`src/hw/rtl/six_register_sixteen_op_cpu_unit_macros.svh`:
```
// Assertion helpers for the cpu unit. Clock clk_i, async reset rst_ni.
`ifndef SIX_REGISTER_SIXTEEN_OP_CPU_UNIT_MACROS_SVH
`define SIX_REGISTER_SIXTEEN_OP_CPU_UNIT_MACROS_SVH

// Same-cycle implication.
`define SRSOC_ASSERT_NOW(lbl, ante, cons, msg) \
  lbl: assert property (@(posedge clk_i) disable iff (!rst_ni) (ante) |-> (cons)) \
    else $error(msg);

// Next-cycle implication.
`define SRSOC_ASSERT_NEXT(lbl, ante, cons, msg) \
  lbl: assert property (@(posedge clk_i) disable iff (!rst_ni) (ante) |=> (cons)) \
    else $error(msg);

`endif

```
`src/hw/rtl/srsoc_pkg.sv`:
```
package srsoc_pkg;

  localparam int unsigned REGISTER_COUNT_DEF = 6;
  localparam int unsigned DATA_WIDTH_DEF     = 32;

  localparam int unsigned CFG_IDX_W = 1;
  localparam int unsigned CFG_DATA_W = 16;

  localparam logic [CFG_IDX_W-1:0] CFG_IP_REGISTER    = 1'b0;
  localparam logic [CFG_IDX_W-1:0] CFG_PROGRAM_LENGTH = 1'b1;

  typedef enum logic [3:0] {
    OP_ADDR = 4'd0,
    OP_ADDI = 4'd1,
    OP_MULR = 4'd2,
    OP_MULI = 4'd3,
    OP_BANR = 4'd4,
    OP_BANI = 4'd5,
    OP_BORR = 4'd6,
    OP_BORI = 4'd7,
    OP_SETR = 4'd8,
    OP_SETI = 4'd9,
    OP_GTIR = 4'd10,
    OP_GTRI = 4'd11,
    OP_GTRR = 4'd12,
    OP_EQIR = 4'd13,
    OP_EQRI = 4'd14,
    OP_EQRR = 4'd15
  } op_e;

  typedef struct packed {
    logic [2:0]  ip_register;
    logic [15:0] program_length;
  } cfg_t;

  typedef struct packed {
    logic [3:0]         opcode;
    logic signed [31:0] operand_a;
    logic signed [31:0] operand_b;
    logic [2:0]         dest_index;
  } item_t;

endpackage

```
`src/hw/rtl/six_register_sixteen_op_cpu_unit.sv`:
```
// Six-register instruction machine, one instruction per input beat.
// Input channel: in_valid_i / in_stall_o with opcode, operands and
// destination; each accepted beat is the instruction at the current counter.
// Output channel: out_valid_o / out_stall_i with next_pc, register 0 and
// the halted flag; exactly one result beat per input beat, in order.
// Config port: cfg_we_i writes cfg_wdata_i to register cfg_index_i
// (0 ip_register, 1 program_length); write only while idle.
// Path: input register, then the result register that drives the output.
// Throughput: one beat per cycle unless out_stall_i holds a result; the
// input register feeds one pass of operand select, ALU (two DATA_WIDTH
// multiplies) and range compare into the result register and machine state.
// Stall: while out_stall_i holds a result, the input register keeps its
// beat and in_stall_o rises once that register is occupied.
// Once halted, beats are still taken and answered with halted set and
// unchanged counter and register 0.
// Reset: registers, counter and halted clear, ip_register 0,
// program_length 1; both channels empty.
module six_register_sixteen_op_cpu_unit #(
  parameter int unsigned REGISTER_COUNT = srsoc_pkg::REGISTER_COUNT_DEF,
  parameter int unsigned DATA_WIDTH     = srsoc_pkg::DATA_WIDTH_DEF
) (
  input  logic                              clk_i,
  input  logic                              rst_ni,
  input  logic                              in_valid_i,
  output logic                              in_stall_o,
  input  logic [3:0]                        opcode_i,
  input  logic signed [31:0]                operand_a_i,
  input  logic signed [31:0]                operand_b_i,
  input  logic [2:0]                        dest_index_i,
  output logic                              out_valid_o,
  input  logic                              out_stall_i,
  output logic signed [31:0]                next_pc_o,
  output logic signed [31:0]                first_register_o,
  output logic                              halted_o,
  input  logic                              cfg_we_i,
  input  logic [srsoc_pkg::CFG_IDX_W-1:0]   cfg_index_i,
  input  logic [srsoc_pkg::CFG_DATA_W-1:0]  cfg_wdata_i
);
  import srsoc_pkg::*;

  cfg_t                  cfg_q;
  item_t                 item_q;
  logic                  in_valid_q;
  logic                  out_valid_q;
  logic [31:0]           next_pc_q, first_q;
  logic                  halted_q;

  logic [DATA_WIDTH-1:0] regs_q [REGISTER_COUNT];
  logic [DATA_WIDTH-1:0] regs_d [REGISTER_COUNT];
  logic [DATA_WIDTH-1:0] pc_q, pc_d;
  logic                  stopped_q, stopped_d;
  logic [63:0]           pc_ext, r0_ext;

  logic                  adv;
  logic                  in_take;

  assign adv     = in_valid_q && (!out_valid_q || !out_stall_i);
  assign in_take = in_valid_i && !in_stall_o;

  assign in_stall_o = in_valid_q && !adv;

  always_ff @(posedge clk_i or negedge rst_ni) begin
    if (!rst_ni) begin
      cfg_q.ip_register    <= 3'd0;
      cfg_q.program_length <= 16'd1;
    end else if (cfg_we_i) begin
      unique case (cfg_index_i)
        CFG_IP_REGISTER:    cfg_q.ip_register    <= cfg_wdata_i[2:0];
        CFG_PROGRAM_LENGTH: cfg_q.program_length <= cfg_wdata_i;
        default: ;
      endcase
    end
  end

  always_ff @(posedge clk_i or negedge rst_ni) begin
    if (!rst_ni) begin
      in_valid_q <= 1'b0;
    end else if (in_take) begin
      in_valid_q <= 1'b1;
    end else if (adv) begin
      in_valid_q <= 1'b0;
    end
  end

  always_ff @(posedge clk_i) begin
    if (in_take) begin
      item_q.opcode     <= opcode_i;
      item_q.operand_a  <= operand_a_i;
      item_q.operand_b  <= operand_b_i;
      item_q.dest_index <= dest_index_i;
    end
  end

  srsoc_exec #(
    .REGISTER_COUNT(REGISTER_COUNT),
    .DATA_WIDTH    (DATA_WIDTH)
  ) u_exec (
    .cfg_i    (cfg_q),
    .item_i   (item_q),
    .regs_i   (regs_q),
    .pc_i     (pc_q),
    .stopped_i(stopped_q),
    .regs_o   (regs_d),
    .pc_o     (pc_d),
    .stopped_o(stopped_d)
  );

  always_ff @(posedge clk_i or negedge rst_ni) begin
    if (!rst_ni) begin
      for (int i = 0; i < REGISTER_COUNT; i++) begin
        regs_q[i] <= '0;
      end
      pc_q      <= '0;
      stopped_q <= 1'b0;
    end else if (adv) begin
      for (int i = 0; i < REGISTER_COUNT; i++) begin
        regs_q[i] <= regs_d[i];
      end
      pc_q      <= pc_d;
      stopped_q <= stopped_d;
    end
  end

  assign pc_ext = 64'(pc_d);
  assign r0_ext = 64'(regs_d[0]);

  always_ff @(posedge clk_i or negedge rst_ni) begin
    if (!rst_ni) begin
      out_valid_q <= 1'b0;
    end else if (adv) begin
      out_valid_q <= 1'b1;
    end else if (!out_stall_i) begin
      out_valid_q <= 1'b0;
    end
  end

  always_ff @(posedge clk_i) begin
    if (adv) begin
      next_pc_q <= pc_ext[31:0];
      first_q   <= r0_ext[31:0];
      halted_q  <= stopped_d;
    end
  end

  assign out_valid_o      = out_valid_q;
  assign next_pc_o        = next_pc_q;
  assign first_register_o = first_q;
  assign halted_o         = halted_q;

`include "six_register_sixteen_op_cpu_unit_macros.svh"

  `SRSOC_ASSERT_NEXT(a_halt_sticky, stopped_q, stopped_q, "halted state cleared")
  `SRSOC_ASSERT_NEXT(a_adv_fills_out, adv, out_valid_o, "result beat lost after issue")
  `SRSOC_ASSERT_NEXT(a_halted_frozen, stopped_q && adv, halted_o && $stable(pc_q),
    "halted machine changed its counter")
  `SRSOC_ASSERT_NOW(a_stall_needs_beat, in_stall_o, in_valid_q && out_valid_q,
    "input stalled without a held beat")

endmodule

```
`src/hw/rtl/srsoc_exec.sv`:
```
module srsoc_exec #(
  parameter int unsigned REGISTER_COUNT = srsoc_pkg::REGISTER_COUNT_DEF,
  parameter int unsigned DATA_WIDTH     = srsoc_pkg::DATA_WIDTH_DEF
) (
  input  srsoc_pkg::cfg_t        cfg_i,
  input  srsoc_pkg::item_t       item_i,
  input  logic [DATA_WIDTH-1:0]  regs_i [REGISTER_COUNT],
  input  logic [DATA_WIDTH-1:0]  pc_i,
  input  logic                   stopped_i,
  output logic [DATA_WIDTH-1:0]  regs_o [REGISTER_COUNT],
  output logic [DATA_WIDTH-1:0]  pc_o,
  output logic                   stopped_o
);
  import srsoc_pkg::*;

  localparam int unsigned IDX_W = (REGISTER_COUNT > 1) ? $clog2(REGISTER_COUNT) : 1;

  function automatic logic pc_in_range(input logic [DATA_WIDTH-1:0] pc,
                                       input logic [15:0] len);
    return !pc[DATA_WIDTH-1] && (pc < DATA_WIDTH'(len));
  endfunction

  logic [DATA_WIDTH-1:0] eff [REGISTER_COUNT];
  logic [DATA_WIDTH-1:0] nxt [REGISTER_COUNT];
  logic [31:0]           ip32, a32, b32, d32;
  logic [IDX_W-1:0]      ip_idx, a_idx, b_idx, d_idx;
  logic                  ip_ok, a_ok, b_ok, d_ok;
  logic [63:0]           a_ext, b_ext;
  logic [DATA_WIDTH-1:0] ra, rb, ia, ib, res, pc_new;
  logic                  run;

  assign ip32 = 32'(cfg_i.ip_register);
  assign a32  = item_i.operand_a;
  assign b32  = item_i.operand_b;
  assign d32  = 32'(item_i.dest_index);

  assign ip_ok = ip32 < 32'(REGISTER_COUNT);
  assign a_ok  = a32 < 32'(REGISTER_COUNT);
  assign b_ok  = b32 < 32'(REGISTER_COUNT);
  assign d_ok  = d32 < 32'(REGISTER_COUNT);

  assign ip_idx = ip32[IDX_W-1:0];
  assign a_idx  = a32[IDX_W-1:0];
  assign b_idx  = b32[IDX_W-1:0];
  assign d_idx  = d32[IDX_W-1:0];

  assign a_ext = {{32{a32[31]}}, a32};
  assign b_ext = {{32{b32[31]}}, b32};
  assign ia    = a_ext[DATA_WIDTH-1:0];
  assign ib    = b_ext[DATA_WIDTH-1:0];

  assign run = !stopped_i && pc_in_range(pc_i, cfg_i.program_length);

  // counter goes into the bound register before the operands are read
  always_comb begin
    for (int i = 0; i < REGISTER_COUNT; i++) begin
      eff[i] = (ip_ok && ip_idx == IDX_W'(i)) ? pc_i : regs_i[i];
    end
  end

  assign ra = a_ok ? eff[a_idx] : '0;
  assign rb = b_ok ? eff[b_idx] : '0;

  always_comb begin
    case (op_e'(item_i.opcode))
      OP_ADDR: res = ra + rb;
      OP_ADDI: res = ra + ib;
      OP_MULR: res = ra * rb;
      OP_MULI: res = ra * ib;
      OP_BANR: res = ra & rb;
      OP_BANI: res = ra & ib;
      OP_BORR: res = ra | rb;
      OP_BORI: res = ra | ib;
      OP_SETR: res = ra;
      OP_SETI: res = ia;
      OP_GTIR: res = DATA_WIDTH'($signed(ia) > $signed(rb));
      OP_GTRI: res = DATA_WIDTH'($signed(ra) > $signed(ib));
      OP_GTRR: res = DATA_WIDTH'($signed(ra) > $signed(rb));
      OP_EQIR: res = DATA_WIDTH'(ia == rb);
      OP_EQRI: res = DATA_WIDTH'(ra == ib);
      OP_EQRR: res = DATA_WIDTH'(ra == rb);
      default: res = '0;
    endcase
  end

  always_comb begin
    for (int i = 0; i < REGISTER_COUNT; i++) begin
      nxt[i] = (d_ok && d_idx == IDX_W'(i)) ? res : eff[i];
    end
  end

  assign pc_new = ip_ok ? nxt[ip_idx] + DATA_WIDTH'(1) : DATA_WIDTH'(1);

  always_comb begin
    for (int i = 0; i < REGISTER_COUNT; i++) begin
      regs_o[i] = run ? nxt[i] : regs_i[i];
    end
  end

  assign pc_o      = run ? pc_new : pc_i;
  assign stopped_o = run ? !pc_in_range(pc_new, cfg_i.program_length) : 1'b1;

endmodule
```
`config.mk`:
```
export PLATFORM = sky130hd
export DESIGN_NAME = six_register_sixteen_op_cpu_unit
export DESIGN_NICKNAME = d
export VERILOG_FILES = /design/src/hw/rtl/srsoc_pkg.sv /design/src/hw/rtl/six_register_sixteen_op_cpu_unit.sv /design/src/hw/rtl/srsoc_exec.sv
export VERILOG_INCLUDE_DIRS = /design/src /design/src/hw/rtl
export SDC_FILE = /design/constraint.sdc
export NUM_CORES = 2
export LEC_CHECK = 0
export ABC_AREA = 1
export ABC_CLOCK_PERIOD_IN_PS = 30200
export BUFFER_PORTS_ARGS = -buffer_cell sky130_fd_sc_hd__buf_2
export CORE_UTILIZATION = 45
export DETAILED_ROUTE_END_ITERATION = 10
export GPL_TIMING_DRIVEN = 0
export SLEW_MARGIN = 5
export SYNTH_ARGS = -nofsm -noshare
export SYNTH_HDL_FRONTEND = slang
export SYNTH_SLANG_ARGS = --single-unit
```
`constraint.sdc`:
```
create_clock -name clk_i -period 30.2 [get_ports clk_i]
set_input_delay 0 -clock clk_i [delete_from_list [all_inputs] [get_ports clk_i]]
set_output_delay 0 -clock clk_i [all_outputs]
set_load 0.1 [all_outputs]
```
==> summary.md <==
| Metric | Value |
|---|---|
| Synth cell types | 66 |
| Mapped Area | 65000 sq um |
| Post-synth ARST share | between 60% and 70% |
| Met1 Routed Length | approximately 130 mm |
| Final clock skew | roughly 65 ps |
| Syn Area/Cell | 7.05 sq um |
| Initial antenna violation count | 20 |
| Area Growth Syn to Fin | 10.6% |
| Fin. max-slew vios | ~110 |
| CP peak stage delay | around 1100 ps |
| Initial DRT Pass Iterations | 9 |
| Maximum VDD drop | 0.0496 mV |
| WP data arrival | 17340 ps |
| Slew @ Worst Pin | between 1500 and 2000 ps |
| Uppermost routed layer | met5 |
| Post-route cell area | between 70000 and 80000 sq um |
| Die Wd | between 300 and 400 um |
| Total grt overflow | 0 |
| I/O pin count | 160 |
| Critical Path Sink Type | register |
| Filler Cell Count | between 10k and 15k |
| Tcrit/Tclk final | approximately 56% |
| Synth top cells by count | 2466 x nand2_1, 1352 x inv_1, 955 x nor2_1 |
| Detail Route Antenna Nets | 0 |
| FMAX | roughly 0.06 GHz |
| Pint | roughly 1.1 mW |
| Period minus WS final | around 17000 ps |
| Setup_tns | 0 ps |
| PortBufs | between 150 and 200 |
| RSZ-0062 raised after global routing | false |
| Top delay family on crit path | adder cells |
| Worst path bufs/invs | 11 |
| Clock Power Share | 36.5% |
| Final hold vios | 0 |
| Post-Synthesis Cells | 9221 |
| Internal reg-to-reg setup slack | between 10000 and 15000 ps |
| Switching share of power | between 40% and 50% |
| Crit-path slowest cell | buf_1 |
| Die span in y | roughly 380 um |
| WP data required | 30670 ps |
| Post-synth EDFFs | between 100 and 150 |
| Combinational Power Share | 34.1% |
| Hold buffer count at CTS | 143 |
| Cell mode on critical path | nand2_1 |
| Post-CTS Setup Bufs | 0 |
| Root Driver | clkbuf_16 |
| Most common cell in the netlist | nand2_1 |
| Initial core utilization | between 40% and 50% |
| Final Util | 50.1% |
| DP HPWL | about 320 mm |
| Failing checks | capacitance limit, slew limit |
| Static leakage power | about 35 nW |
| Seq pwr share | a little under 30% |
| Dpl cell area | 68500 sq um |
| Max-cap violations | 13 |
| Die area | 146000 sq um |
| CTS Buffer Depth | 3 |
| Via count | approximately 73k |
| Pwr dens | roughly 27 nW/um^2 |
| Worst Hold Class | primary input to register |
| Wire per inst | about 35 um |
| CTS tree | done |
| Vias in the first global route | 70.3k |
| Crit-path max FO | 10 |
| CTS Buf Count | 52 |
| Largest area contributor in the netlist | fa_1 |
| Critical path launch point type | register |
| WL met3 | between 50 and 60 mm |
| Yosys reg bits | roughly 380 |
| Rel. slew slack | -8.38% |
| Yosys Warn Count | 0 |
| Outcome | finished, violations left |
| First-pass GRT wire length | ~550 mm |
| Final WL | between 300 and 400 mm |
| Row Count | approximately 140 |
| Synth area leaders | fa_1 25%, nand2_1 14%, dfrtp_1 9.4% |
| Switch Pwr | ~0.85 mW |
| Clk Latency, worst-skew pair | between 700 and 800 ps |
| Largest net degree at the start of global routing | between 80 and 90 |
| Nets | roughly 11k |
| DRC errors left | 0 |
| Routed wl met2 | between 150 and 200 mm |
| Hold slack | about 5.4 ps |
| GP Congestion | roughly 1.2 |
| Crit path kind | register to register |
| Sequential fraction of the synthesis area | between 10% and 20% |
| Clk pin slew, worst setup/hold paths | ~60 ps |
| Resize count post-CTS | 0 |
| Share of the synthesized area in the top cell type | roughly a quarter |
| Final Setup Violations | 0 |
| Sink Count | ~380 |
| DR iter-0 viols | 11.6k |
| H-tree Lvls | 2 |
| Main synth FF type | dfrtp_1 |
| Gr usage total | a little over half |
| Share of cells above drive strength 1 | around 6.1% |
| Vias/cell | between 6 and 7 |
| Core area | 143000 sq um |
| Mapped Nets | between 10k and 15k |
[flip-flops by register name, summed over array words and instances (netlist names)]
| register | flops |
|---|---|
| cfg_q | 19 |
| pc_q | 32 |
| first_register_o | 32 |
| item_q | 71 |
| next_pc_o | 32 |
| halted_o | 1 |
| regs_q | 192 |
| stopped_q | 1 |
| in_valid_q | 1 |
| out_valid_o | 1 |
[path summary, 6_finish.rpt]
path | start | end | cells after the start
hold reg to reg | regs_q[44]$_DFFE_PN0P_ | regs_q[44]$_DFFE_PN0P_ | 2
max in group asynchronous | rst_ni | regs_q[160]$_DFFE_PN0P_ | 5
setup reg to reg | item_q[3]$_DFFE_PP_ | halted_o$_DFFE_PP_ | 54
setup / recovery | item_q[3]$_DFFE_PP_ | halted_o$_DFFE_PP_ | 54
hold / removal | operand_a_i[22] | item_q[57]$_DFFE_PP_ | 2
min in group asynchronous | rst_ni | regs_q[149]$_DFFE_PN0P_ | 3
[logic make-up after synthesis]
kind of cell / after synthesis / share of synthesized area, %
compound gates: 1027 / 8.67
xor+xnor: 73 / 1.00
fa+ha+maj: 1253 / 33.5
buf+inv: 1901 / 11.4
flops: 382 / 15.8
mux: 1 / 0.0154
simple gates: 4584 / 29.6
[per-layer routing]
layer  GRT usage, %  vias up
li1               -    29700
met2           78.5     6273
met1           59.5    34700
met4           58.7       12
met3           17.8     2218
met5          0.694        -
[metrics by stage]
stage	setup slack (ps)	instances	total power [mW]
detailed placement	14460	11300	1.19
global placement	14430	11300	1.19
CTS	14420	11500	1.91
global route	13760	11500	1.99
finish	13330	11600	1.96
floorplan	20440	9221	0.910
[power by group through the flow]
stage	registers [mW]	logic (mW)	clock network [mW]
detailed placement	0.585	0.605	0
global placement	0.588	0.598	0
floorplan	0.606	0.305	0
global route	0.577	0.677	0.733
CTS	0.575	0.624	0.715
finish	0.578	0.669	0.717
[cells in the final DEF, fill, tap and decap left out, drive strengths merged, types with 83 or more instances in the layout]
cell         count
a31oi           86
clkbuf         357
dfrtp          245
fa             817
nand2         2493
dlygate4sd3    142
a21oi          287
nand4           83
buf            340
nand3          927
o21ai          528
inv           1418
ha             436
nor2           976
edfxtp         136
[layout make-up]
type | count | area (sq um) | area share [%]
Multi-Input combinational cell | 6938 | 47400 | 65.9
Clock inverter | 32 | 479 | 0.666
Sequential cell | 382 | 10200 | 14.2
Timing Repair Buffer | 314 | 2490 | 3.46
Inverter | 1442 | 5420 | 7.54
Clock buffer | 66 | 1400 | 1.94
Antenna cell | 24 | 60.1 | 0.0835
Tap cell | 1903 | 2380 | 3.31
Buffer | 459 | 2060 | 2.87
(Power assumes the default switching activity.)
